**src/rtl/teq_pkg.sv**
```systemverilog
package teq_pkg;

  // Operation codes carried in the op field of an input word.
  localparam logic [1:0] OP_INSERT = 2'd0;
  localparam logic [1:0] OP_TICK   = 2'd1;
  localparam logic [1:0] OP_CLEAR  = 2'd2;

  // Result kinds.
  localparam logic KIND_RELEASED = 1'b0;
  localparam logic KIND_DROPPED  = 1'b1;

  localparam int TIME_W = 31;

  // One input word.
  typedef struct packed {
    logic [1:0]         op;
    logic [TIME_W-1:0]  now;
    logic [15:0]        time_offset;
    logic [9:0]         emitter;
    logic [2:0]         channel_id;
    logic [9:0]         sound_id;
    logic [8:0]         volume;
    logic [15:0]        attenuation;
    logic               has_position;
    logic signed [23:0] pos_x;
    logic signed [23:0] pos_y;
    logic signed [23:0] pos_z;
  } in_word_t;

  // One result word.
  typedef struct packed {
    logic               kind;
    logic [9:0]         out_emitter;
    logic [2:0]         out_channel;
    logic [9:0]         out_sound;
    logic [8:0]         out_volume;
    logic [15:0]        out_attenuation;
    logic               out_has_position;
    logic signed [23:0] out_x;
    logic signed [23:0] out_y;
    logic signed [23:0] out_z;
    logic [TIME_W-1:0]  start_time;
    logic               last;
  } out_word_t;

  // One stored event in the pool.
  typedef struct packed {
    logic [9:0]         emitter;
    logic [2:0]         channel;
    logic [9:0]         sound;
    logic [8:0]         volume;
    logic [15:0]        attenuation;
    logic               has_pos;
    logic signed [23:0] x;
    logic signed [23:0] y;
    logic signed [23:0] z;
    logic [TIME_W-1:0]  start;
  } entry_t;

  // Commands from the controller to the datapath.
  typedef struct packed {
    logic accept;
    logic clear;
    logic alloc;
    logic write_entry;
    logic walk_step;
    logic link_new;
    logic link_prev;
    logic pop_head;
    logic emit_drop;
    logic emit_held;
    logic emit_last;
  } cmd_t;

  // Status from the datapath to the controller.
  typedef struct packed {
    logic full;
    logic head_v;
    logic cur_v;
    logic rdn_v;
    logic less;
    logic due;
    logic held_v;
    logic out_free;
  } status_t;

  // Builds a result word from a stored event.
  function automatic out_word_t to_out(entry_t ent, logic kind, logic last);
    out_word_t w;
    w.kind             = kind;
    w.out_emitter      = ent.emitter;
    w.out_channel      = ent.channel;
    w.out_sound        = ent.sound;
    w.out_volume       = ent.volume;
    w.out_attenuation  = ent.attenuation;
    w.out_has_position = ent.has_pos;
    w.out_x            = ent.x;
    w.out_y            = ent.y;
    w.out_z            = ent.z;
    w.start_time       = ent.start;
    w.last             = last;
    return w;
  endfunction

endpackage

```
**src/rtl/teq_ctrl.sv**
```systemverilog
module teq_ctrl (
  input  logic              clk,
  input  logic              rst,
  input  logic              in_valid,
  input  logic [1:0]        op,
  output logic              in_stall,
  input  teq_pkg::status_t  st,
  output teq_pkg::cmd_t     cmd
);

  typedef enum logic [10:0] {
    S_IDLE      = 11'b000_0000_0001,
    S_DROP      = 11'b000_0000_0010,
    S_ALLOC     = 11'b000_0000_0100,
    S_WRITE     = 11'b000_0000_1000,
    S_WALK_RD   = 11'b000_0001_0000,
    S_WALK_CMP  = 11'b000_0010_0000,
    S_LINK_NEW  = 11'b000_0100_0000,
    S_LINK_PREV = 11'b000_1000_0000,
    S_TICK_RD   = 11'b001_0000_0000,
    S_TICK_CMP  = 11'b010_0000_0000,
    S_TICK_LAST = 11'b100_0000_0000
  } state_t;

  state_t state;
  state_t state_next;

  assign in_stall = (state != S_IDLE);

  // Next state and datapath commands.
  always_comb begin
    state_next = state;
    cmd        = '0;
    case (state)
      S_IDLE: begin
        if (in_valid) begin
          cmd.accept = 1'b1;
          case (op)
            teq_pkg::OP_INSERT: state_next = st.full ? S_DROP : S_ALLOC;
            teq_pkg::OP_TICK:   state_next = st.head_v ? S_TICK_RD : S_IDLE;
            teq_pkg::OP_CLEAR:  cmd.clear = 1'b1;
            default:            state_next = S_IDLE;
          endcase
        end
      end
      S_DROP: begin
        if (st.out_free) begin
          cmd.emit_drop = 1'b1;
          state_next    = S_IDLE;
        end
      end
      S_ALLOC: begin
        cmd.alloc  = 1'b1;
        state_next = S_WRITE;
      end
      S_WRITE: begin
        cmd.write_entry = 1'b1;
        state_next      = st.cur_v ? S_WALK_RD : S_LINK_NEW;
      end
      S_WALK_RD: begin
        state_next = S_WALK_CMP;
      end
      S_WALK_CMP: begin
        if (st.less) begin
          cmd.walk_step = 1'b1;
          state_next    = st.rdn_v ? S_WALK_RD : S_LINK_NEW;
        end else begin
          state_next = S_LINK_NEW;
        end
      end
      S_LINK_NEW: begin
        cmd.link_new = 1'b1;
        state_next   = S_LINK_PREV;
      end
      S_LINK_PREV: begin
        cmd.link_prev = 1'b1;
        state_next    = S_IDLE;
      end
      S_TICK_RD: begin
        state_next = S_TICK_CMP;
      end
      S_TICK_CMP: begin
        // A due entry is held back until the next one shows whether it is the last.
        if (st.due) begin
          if (!st.held_v || st.out_free) begin
            cmd.pop_head  = 1'b1;
            cmd.emit_held = st.held_v;
            state_next    = st.rdn_v ? S_TICK_RD : S_TICK_LAST;
          end
        end else begin
          state_next = st.held_v ? S_TICK_LAST : S_IDLE;
        end
      end
      S_TICK_LAST: begin
        if (st.out_free) begin
          cmd.emit_held = 1'b1;
          cmd.emit_last = 1'b1;
          state_next    = S_IDLE;
        end
      end
      default: begin
        state_next = S_IDLE;
      end
    endcase
  end

  always_ff @(posedge clk) begin
    if (rst) begin
      state <= S_IDLE;
    end else begin
      state <= state_next;
    end
  end

  // A held release word never outlives its tick.
  a_idle_no_held: assert property (@(posedge clk) disable iff (rst)
    (state == S_IDLE) |-> !st.held_v)
    else $error("held release word left behind");

  // Emitting the last word of a tick returns the controller to idle.
  a_last_to_idle: assert property (@(posedge clk) disable iff (rst)
    cmd.emit_last |=> (state == S_IDLE))
    else $error("last word emitted mid tick");

  // Only an insert word leads into allocation.
  a_alloc_from_insert: assert property (@(posedge clk) disable iff (rst)
    (state == S_ALLOC) |-> ($past(op) == teq_pkg::OP_INSERT))
    else $error("allocation without insert");

endmodule

```
**config.mk**
```make
export PLATFORM = sky130hd
export DESIGN_NAME = teq_ctrl
export DESIGN_NICKNAME = d
export VERILOG_FILES = /design/src/rtl/teq_pkg.sv /design/src/rtl/teq_ctrl.sv
export SDC_FILE = /design/constraint.sdc
export NUM_CORES = 1
export LEC_CHECK = 0
export CAP_MARGIN = 20
export CORE_MARGIN = 10
export CORE_UTILIZATION = 58
export CTS_BUF_LIST = sky130_fd_sc_hd__clkbuf_8
export DETAILED_ROUTE_END_ITERATION = 8
export DONT_BUFFER_PORTS = 1
export PLACE_DENSITY = 0.76
export SYNTH_ARGS = -nofsm -noshare
export SYNTH_HDL_FRONTEND = slang
export SYNTH_SLANG_ARGS = --single-unit
```
**constraint.sdc**
```tcl
create_clock -name clk -period 1.8 [get_ports clk]
set_input_delay 0.36 -clock clk [delete_from_list [all_inputs] [get_ports clk]]
set_output_delay 0.36 -clock clk [all_outputs]
set_load 0.01 [all_outputs]
```
==> flow_summary.toml, run 1 <==
[run_status]
run_status = "stopped before the end"
last_stage_reached = "global routing (5_1_grt)"
error_message = "[ERROR DPL-0033] detailed placement checks failed during check placement."

[synthesis]
synth_cell_type_count = 44
synth_compound_area_share_pct = 19.9
synth.yosys.warnings = 0
synth-edff-count = 0
synth_top_flop_cell = "dfxtp_1"
synth_simple_gate_area_share_pct = 45.8
yosys-mux-area-fraction_pct = 1.14
ys_seq_area_share_pct = 25.2
ys_ff_latch = 11
syn_nets = 119
cell_area_after_synthesis_um2 = 875
post_synth_xor_area_fraction_pct = 1.00
async_sr_flop_fraction_pct = 0
instance_count_of_the_mapped_netlist = 106
postSynthAreaPerCell_um2 = 8.25
synth_top_family_by_area = "simple AND/OR/NAND/NOR gates"
synth-adder-area-share_pct = 0

[clock_tree]
count_of_clock_tree_sinks = 11
cts_htree_levels = 1
cts.root.buffer_cell = "clkbuf_8"
cts_bufs_inserted = 3
clk_path_buf_depth = 2
cts_hold_buffers = 0

[floorplanning]
design.portCount = 25
die-height_um = 58.8
rows = 13
die-width_um = 58.8
floorplan.initialDensity_pct = 64.0

[placement]
dp_hpwl_mm = 2.09
gpl_congestion = 0.839
count_of_buffers_inserted_at_the_top_level_ports = 0
placement.cell_area_um2 = 1030

[grt]
grt_max_degree = 10
antenna_violations_before_repair = 0

[timing]
worst_endpoint_kind = "output port"
postGrtWorstEndpoint = "cmd[3]"
what timing repair did:
action	CTS
setup endpoints to repair	16
pin swaps	10
endpoints found under the hold margin	0
setup buffers	7
gates resized for setup	22
through the flow:
stage | util, % | setup WS, ns | TNS, ns | hold slack [ns] | std cells
2_1_floorplan | - | 0.000581 | 0 | 0.497 | 106
3_3_place_gp | 75.1 | 0.0137 | 0 | 0.424 | 138
3_5_place_dp | 75.1 | -0.00972 | -0.00972 | 0.426 | 138
4_1_cts | 88.3 | -0.261 | -1.22 | 0.174 | 149
Yosys cell counts (2+ instances only):
| library cell | number | area [um2] |
|---|---|---|
| a211oi_2 | 2 | 25.0 |
| nor2_1 | 15 | 56.3 |
| and4bb_2 | 2 | 25.0 |
| and2_1 | 2 | 12.5 |
| nor4_4 | 2 | 42.5 |
| a21oi_1 | 5 | 25.0 |
| inv_1 | 8 | 30.0 |
| nand2b_1 | 4 | 25.0 |
| o21ai_0 | 2 | 10.0 |
| or4_4 | 2 | 22.5 |
| buf_6 | 2 | 22.5 |
| nand2_1 | 9 | 33.8 |
| nor4b_1 | 3 | 26.3 |
| dfxtp_1 | 11 | 220 |
| nand3_1 | 6 | 30.0 |
| nor3_1 | 3 | 15.0 |
cells by family after synthesis:
logic type / after synthesis
AO/OA/AOI/OAI: 21
XOR/XNOR: 1
buffers and inverters: 12
flip-flops: 11
multiplexers: 1
AND/OR/NAND/NOR: 60
==> run 2: changes to the inputs <==
--- a/config.mk
+++ b/config.mk
@@ -6,12 +6,11 @@
 export NUM_CORES = 1
 export LEC_CHECK = 0
 export CAP_MARGIN = 20
-export CORE_MARGIN = 10
-export CORE_UTILIZATION = 58
-export CTS_BUF_LIST = sky130_fd_sc_hd__clkbuf_8
+export CORE_AREA = 10 10 71 73
 export DETAILED_ROUTE_END_ITERATION = 8
+export DIE_AREA = 0 0 81 83
 export DONT_BUFFER_PORTS = 1
-export PLACE_DENSITY = 0.76
+export PLACE_DENSITY_LB_ADDON = 0.15
 export SYNTH_ARGS = -nofsm -noshare
 export SYNTH_HDL_FRONTEND = slang
 export SYNTH_SLANG_ARGS = --single-unit
==> constraint.sdc (replaced) <==
create_clock -name clk -period 2.35 [get_ports clk]
set_input_delay 0.47 -clock clk [delete_from_list [all_inputs] [get_ports clk]]
set_output_delay 0.47 -clock clk [all_outputs]
set_load 0.01 [all_outputs]
==> run 2 against run 1 <==
Against the previous run:
- the run now ends clean
- synthesized area unchanged
- synthesized cell count unchanged
==> flow_summary.toml, run 2 <==
[run_status]
run_status = "completed"

[floorplanning]
design.portCount = 25
floorplan.initialDensity_pct = 24.1
floorplan.core_area_um2 = 3630
die-height_um = 83
die-width_um = 81
rows = 22
die_area_um2 = 6720

[timing]
setup_viol = 0
finalCritPeriodShare_pct = 95.4
relative_slew_margins_pct = 69.2
post-route-min-period_ns = 2.24
totalNegativeSetupSlack_ns = 0
clock_skew_ns = 0.00349
setup_repair_after_global_routing_missed_its_margin = "false"
worst_margin_pin_slew_ns = 0.456
maxSlewViolCount = 0
hold_ws_ns = 0.299
final_report_hold_violation_count = 0
maxClockFrequency_mhz = 446

[synthesis]
synth_cell_type_count = 44
async_sr_flop_fraction_pct = 0
synth_top_area_share_pct = 25.2
synth_most_common_cell = "nor2_1"
synth_simple_gate_area_share_pct = 45.8
synth.cells.most_frequent = "15 x nor2_1, 11 x dfxtp_1, 9 x nand2_1, 8 x inv_1, 6 x nand3_1"
ys_ff_latch = 11
synth.yosys.warnings = 0
yosys-mux-area-fraction_pct = 1.14
syn_nets = 119
synth_compound_area_share_pct = 19.9
instance_count_of_the_mapped_netlist = 106
synth_top_family_by_area = "simple AND/OR/NAND/NOR gates"
synth-edff-count = 0
postSynthAreaPerCell_um2 = 8.25
post_synth_xor_area_fraction_pct = 1.00
ys_seq_area_share_pct = 25.2
synth-adder-area-share_pct = 0
yosys-top-cells-area = "dfxtp_1 25%, nor2_1 6.4%, nor4_4 4.9%"
cell_area_after_synthesis_um2 = 875
synth_top_flop_cell = "dfxtp_1"
yosys.area.top_type = "dfxtp_1"

[route]
vias_per_cell = 5.00
drt_pass1_iterations = 4
wire_per_inst_um = 15.0
starting_drt_drc_count = 37
detail_route.wirelength_mm = 2.46
ant_nets = 0
via_count = 820
drc = 0

[layout]
post_route_cells_drive_above_1_share_pct = 26.7
layout_common_cells = "15 x nor2_1, 11 x dfxtp_1, 10 x buf_4"
syn2layout_area_growth_pct = 18.2
nNetsFinal = 130
antenna-diode-count = 0
layout_commonest_cell = "nor2_1"
regMostFlops = "state"
max_ffs_per_register = 11
top_regs = "state x11"

[placement]
count_of_buffers_inserted_at_the_top_level_ports = 0
gpl_congestion = 0.749
dp_hpwl_mm = 2.08

[grt]
grt_max_degree = 10
globalRouteTotalUtil_pct = 7.70
grt_pass1_wl_mm = 4.19
grt-ovfl-total = 0
antenna_violations_before_repair = 0
first_global_vias = 815

[clock_tree]
cts.root.buffer_cell = "clkbuf_8"
clkTransAtPathRegs_ns = 0.05
cts_hold_buffers = 0
tritoncts = "yes"
worst_skew_pair_later_pin_latency_ns = 0.23
cts_htree_levels = 1
cts_bufs_inserted = 3
clk_path_buf_depth = 2
count_of_clock_tree_sinks = 11

[power]
total_leakage_power_nw = 0.373
vdd.ir_drop.worst_mv = 0.185
design_power_total_mw = 0.485
pwr_density_cell_nw_per_um2 = 469

[flow_run]
timing.max_cap.violations = 0

[worst_setup_path]
crit_path_end_kind = "primary output"
worst-setup-path-type = "register to primary output"
critPathRequiredTime_ns = 1.88
crit_arrival_ns = 1.77
worst_setup_path_start_kind = "register"
critical_path_peak_fanout = 7

[hold_path]
hold_class = "input port to register"
[run 2: cell counts after synthesis]
Identical to the previous run, type by type.
[run 2: path summary, 6_finish.rpt]
check                                from         to  slack [ns]  cells after the start
worst min-delay path                  rst  state[10]        0.30                      1
worst max-delay path             state[0]     cmd[1]        0.11                      4
worst min register to register  state[10]  state[10]        0.56                      2
worst max register to register   state[9]   state[8]        0.46                      7
[run 2: where the power goes]
group | total, mW | internal (mW) | switching [mW]
Sequential | 0.197 | 0.191 | 0.00619
Clock | 0.183 | 0.119 | 0.0643
Combinational | 0.105 | 0.0507 | 0.0543
Total | 0.485 | 0.360 | 0.125
[run 2: kinds of logic (layout without fill, tap and decap cells)]
logic type,count (synthesis),count (layout)
AOI/OAI and AO/OA,21,21
xor gates and xnor gates,1,1
buffers and inverters,12,22
DFF,11,11
muxes,1,1
and+or+nand+nor,60,60
[run 2: area by class of cell]
class	count	area, um2
inverters	8	30.0
repair buffers	10	75.1
multi-input cells	83	603
well taps	48	60.1
fillers	419	2600
clock buffers	4	45.0
flip-flops and latches	11	220
[run 2: stage by stage]
step	std cells	instance area, um2	worst slack (ns)	util, %
final	164	1030	0.109	28.4
after CTS	161	1000	0.0121	27.5
after floorplan	106	875	0.357	-
after detailed placement	157	956	0.269	26.3
after global placement	157	956	0.288	26.3
after global routing	164	1030	0.00942	28.4
[run 2: what timing repair did]
item	4_1_cts	5_1_grt
setup endpoints to repair	0	4
hold endpoints to repair	0	0
buffers inserted	0	3
resized for setup	0	2
[run 2: metal layers]
metal | share of wire, % | global-route usage [%] | vias to the layer above
met1 | 47 | 10.7 | 383
met5 | 0 | 0 | -
met2 | 43 | 10.2 | 24
met4 | 2.2 | 4.23 | 0
met3 | 7.7 | 2.26 | 4
li1 | - | - | 409
[run 2: critical path, stage by stage, from the launching register on]
cell and delay, ns:
dfxtp_1 0.36, or4_4 0.59, nor3_4 0.24, nand2_1 0.09, a21oi_1 0.25
Power figures use the tool's default switching activity.
==> run 3: changes to the inputs <==
--- a/config.mk
+++ b/config.mk
@@ -6,9 +6,9 @@
 export NUM_CORES = 1
 export LEC_CHECK = 0
 export CAP_MARGIN = 20
-export CORE_AREA = 10 10 71 73
+export CORE_AREA = 3 3 64 66
 export DETAILED_ROUTE_END_ITERATION = 8
-export DIE_AREA = 0 0 81 83
+export DIE_AREA = 0 0 67 69
 export DONT_BUFFER_PORTS = 1
 export PLACE_DENSITY_LB_ADDON = 0.15
 export SYNTH_ARGS = -nofsm -noshare
==> run 3 against run 2 <==
Against the previous run:
- clock skew grew 0.0089 ns
- sequential cell count is the same
- count of clock-buffer cells in the layout shrank 1
- critical endpoint is now cmd[3]
- largest cell class unchanged
- largest power group is now clock
==> flow_summary.toml, run 3 (synthesis gave the netlist of run 2 again) <==
[clock_tree]
cts.root.buffer_cell = "clkbuf_8"
cts_htree_levels = 1
cts_bufs_inserted = 3
worst_skew_pair_later_pin_latency_ns = 0.25
tritoncts = "yes"
clk_path_buf_depth = 2
cts_hold_buffers = 0
clkTransAtPathRegs_ns = 0.06
cts_setup_buffers = 0
count_of_clock_tree_sinks = 11

[power]
pwr_density_cell_nw_per_um2 = 487
vdd.ir_drop.worst_mv = 0.143
total_leakage_power_nw = 0.360

[route]
drt_pass1_iterations = 4
ant_nets = 0
vias_per_cell = 4.95
starting_drt_drc_count = 28
drc = 0
detail_route.wirelength_mm = 2.31
via_count = 792
wire_per_inst_um = 14.4

[worst_setup_path]
worst_setup_path_start_kind = "register"
critical_path_peak_fanout = 7
worst-setup-path-type = "register to primary output"
crit_arrival_ns = 1.79
critPathRequiredTime_ns = 1.88
crit_path_end_kind = "primary output"

[timing]
maxSlewViolCount = 0
finalCritPeriodShare_pct = 96.2
post-route-min-period_ns = 2.26
maxClockFrequency_mhz = 442
final_report_hold_violation_count = 0
setup_viol = 0
totalNegativeSetupSlack_ns = 0
clock_skew_ns = 0.0124
worst_margin_pin_slew_ns = 0.450
setup_repair_after_global_routing_missed_its_margin = "false"
relative_slew_margins_pct = 69.6

[layout]
max_ffs_per_register = 11
finish.instance_area_um2 = 1020
antenna-diode-count = 0
layout_common_cells = "15 x nor2_1, 11 x dfxtp_1, 9 x nand2_1"
syn2layout_area_growth_pct = 16.9
layout_commonest_cell = "nor2_1"
post_route_cells_drive_above_1_share_pct = 26.8
regMostFlops = "state"
top_regs = "state x11"
nNetsFinal = 126

[floorplanning]
die-height_um = 69
die_area_um2 = 4620
floorplan.core_area_um2 = 3630
floorplan.initialDensity_pct = 24.1
die-width_um = 67
rows = 22
design.portCount = 25

[placement]
dp_hpwl_mm = 1.87
count_of_buffers_inserted_at_the_top_level_ports = 0
placement.cell_area_um2 = 948
gpl_congestion = 0.835

[flow_run]
timing.max_cap.violations = 0

[grt]
antenna_violations_before_repair = 0
globalRouteTotalUtil_pct = 11.0
first_global_vias = 762
grt-ovfl-total = 0
grt_max_degree = 10
grt_pass1_wl_mm = 3.84

[run_status]
run_status = "completed"

[hold_path]
hold_class = "input port to register"
==> run 3: cell count changes in the layout (fill, tap and decap cells not counted), sizes merged <==
cell    previous run  this run
buf               10         6
clkbuf             4         3
clkinv             0         1
==> run 3: where the power goes <==
group	switching, mW	internal, mW
sequential	0.00598	0.190
clock	0.0809	0.117
combinational	0.0541	0.0499
total	0.141	0.357
==> run 3: metrics by stage <==
stage	power [mW]	instances	setup slack [ns]	hold slack, ns	util [%]
final	0.498	160	0.0901	0.276	28.1
after global routing	0.527	160	0.000913	0.271	28.1
after CTS	0.502	160	0.0370	0.271	27.5
after detailed placement	0.302	156	0.220	0.537	26.1
after global placement	0.302	156	0.278	0.530	26.1
after floorplan	0.275	106	0.357	0.516	-
==> run 3: what timing repair did <==
item                       4_1_cts  5_1_grt
gates resized for setup          1        4
setup endpoints to repair        1        4
pin swaps                        0        0
==> run 3: layout make-up <==
| cell class | count | area, um2 |
|---|---|---|
| clock inverters | 1 | 5.00 |
| repair buffers | 6 | 45.0 |
| well taps | 48 | 60.1 |
| flip-flops and latches | 11 | 220 |
| multi-input cells | 83 | 621 |
| clock buffers | 3 | 41.3 |
| fillers | 405 | 2610 |
| inverters | 8 | 30.0 |
==> run 3: worst paths after layout <==
| kind | startpoint | end | slack [ns] | cells after the start |
|---|---|---|---|---|
| worst max-delay path | state[0] | cmd[3] | 0.09 | 4 |
| worst max register to register | state[9] | state[5] | 0.50 | 6 |
| worst min-delay path | rst | state[10] | 0.28 | 1 |
| worst min register to register | state[10] | state[10] | 0.55 | 2 |
==> run 3: layer usage <==
layer / routed length [um] / track usage, %
met1: 1030 / 14.9
met2: 1070 / 15.5
met3: 163 / 3.58
met4: 42 / 4.73
met5: 0 / 0
==> run 3: critical path, cell delays in order (launching register included) <==
cell	delay, ns
dfxtp_1	0.36
or4_4	0.59
nor4_4	0.33
nand2_1	0.11
a21oi_2	0.16
==> run 4: changes to the inputs <==
--- a/config.mk
+++ b/config.mk
@@ -11,6 +11,8 @@
 export DIE_AREA = 0 0 67 69
 export DONT_BUFFER_PORTS = 1
 export PLACE_DENSITY_LB_ADDON = 0.15
+export SKIP_CTS_REPAIR_TIMING = 1
+export SLEW_MARGIN = 20
 export SYNTH_ARGS = -nofsm -noshare
 export SYNTH_HDL_FRONTEND = slang
 export SYNTH_SLANG_ARGS = --single-unit
==> constraint.sdc (replaced) <==
create_clock -name clk -period 1.9 [get_ports clk]
set_input_delay 0.38 -clock clk [delete_from_list [all_inputs] [get_ports clk]]
set_output_delay 0.38 -clock clk [all_outputs]
set_load 0.01 [all_outputs]
==> run 4 against run 3 <==
Against the previous run:
- the run now ends with setup timing left
- sequential power is 23% higher
- global-route usage is 0.58 points lower
- die area stayed put
- sequential share of layout area is 2.2 points lower
- combinational power is 40% higher
- critical endpoint unchanged
- largest cell class unchanged
==> flow_summary.toml, run 4 (synthesis gave the netlist of run 2 again) <==
[route]
starting_drt_drc_count = 24
via_count = 846
detail_route.wirelength_mm = 2.42
vias_per_cell = 4.86
wire_per_inst_um = 13.9
ant_nets = 0
drc = 0
drt_pass1_iterations = 4

[layout]
layout_commonest_cell = "buf_4"
layout.core_utilization_pct = 32.2
finish.instance_area_um2 = 1170
layout_common_cells = "18 x buf_4, 13 x nor2_1, 8 x inv_1, 8 x dfxtp_1, 7 x nand2_1"
syn2layout_area_growth_pct = 33.9
multi_input_area_um2 = 652
post_route_cells_drive_above_1_share_pct = 41.3
n_fill_cell = 414
max_ffs_per_register = 11
regMostFlops = "state"
finish.cell_count_without_fillers = 174
nNetsFinal = 140
area.sequential_um2 = 226
top_regs = "state x11"
antenna-diode-count = 0

[floorplanning]
die-width_um = 67
die_area_um2 = 4620
floorplan.core_area_um2 = 3630
die-height_um = 69
design.portCount = 25
rows = 22
floorplan.initialDensity_pct = 24.1

[timing]
post-route-min-period_ns = 2.03
hold_ws_ns = 0.200
finalCritPeriodShare_pct = 107
maxClockFrequency_mhz = 494
setup_viol = 5
layout_setup_ws_ns = -0.126
totalNegativeSetupSlack_ns = -0.412
worst_margin_pin_slew_ns = 0.516
final_report_hold_violation_count = 0
relative_slew_margins_pct = 65.6
maxSlewViolCount = 0
setup_repair_after_global_routing_missed_its_margin = "true"
clock_skew_ns = 0.00370

[power]
pwr_density_cell_nw_per_um2 = 528
vdd.ir_drop.worst_mv = 0.261
total_leakage_power_nw = 0.446
design_power_total_mw = 0.618

[grt]
globalRouteTotalUtil_pct = 10.4
grt_pass1_wl_mm = 3.64
antenna_violations_before_repair = 0
first_global_vias = 755
grt-ovfl-total = 0
grt_max_degree = 10

[placement]
placedCellCount = 164
placement.cell_area_um2 = 1010
count_of_buffers_inserted_at_the_top_level_ports = 0
pre_cts_slack_ns = 0.0307
gpl_congestion = 0.823
dp_hpwl_mm = 1.95

[worst_setup_path]
regToRegSetupSlack_ns = 0.08
critical_path_peak_fanout = 4
reg2reg_depth = 6
rr_startpoint = "state[6]"
critPathRequiredTime_ns = 1.52
worstReg2RegEnd = "state[9]"
crit_arrival_ns = 1.65
crit_path_end_kind = "primary output"
worst_setup_path_start_kind = "register"
worst-setup-path-type = "register to primary output"

[hold_path]
worstHoldStart = "rst"
hold_depth = 1
worstHoldEndpoint = "state[10]"
hold_class = "input port to register"

[run_status]
failing_checks = "setup timing"
run_status = "finished with violations"

[clock_tree]
count_of_clock_tree_sinks = 11
cts_htree_levels = 1
clkTransAtPathRegs_ns = 0.05
worst_skew_pair_later_pin_latency_ns = 0.24
cts.root.buffer_cell = "clkbuf_8"
clk_path_buf_depth = 2
cts_bufs_inserted = 3
tritoncts = "yes"

[flow_run]
timing.max_cap.violations = 0
-- run 4: worst max path at each step --
stage,from,endpoint,slack (ns)
final,state[6],cmd[3],-0.13
after global routing,state[6],cmd[3],-0.23
after CTS,state[0],cmd[1],-0.23
after detailed placement,state[0],cmd[1],0.03
after global placement,state[0],cmd[1],0.06
after floorplan,state[2],cmd[3],0.04
-- run 4: cell type report --
class | count | area share (%)
clock buffers | 4 | 3.85
multi-input cells | 83 | 55.7
repair buffers | 20 | 13.5
well taps | 48 | 5.13
inverters | 8 | 2.56
flip-flops and latches | 11 | 19.3
-- run 4: where the power goes --
| group | switching (mW) | internal, mW | total (mW) |
|---|---|---|---|
| clock network | 0.0841 | 0.147 | 0.231 |
| registers | 0.00726 | 0.234 | 0.241 |
| logic | 0.0727 | 0.0729 | 0.146 |
-- run 4: layer usage --
layer / GRT usage [%] / wire (um) / part of all wire [%] / vias up
met5: 0 / 0 / 0 / -
met4: 4.73 / 39 / 1.6 / 0
met3: 2.61 / 139 / 5.8 / 5
met2: 14.3 / 1050 / 43 / 20
met1: 14.9 / 1190 / 49 / 391
li1: - / - / - / 430
-- run 4: critical path: stages, from the launching register on --
cell and delay, ns:
dfxtp_2 0.33, or4_4 0.58, nor4_4 0.24, nand2_1 0.09
a21oi_2 0.17
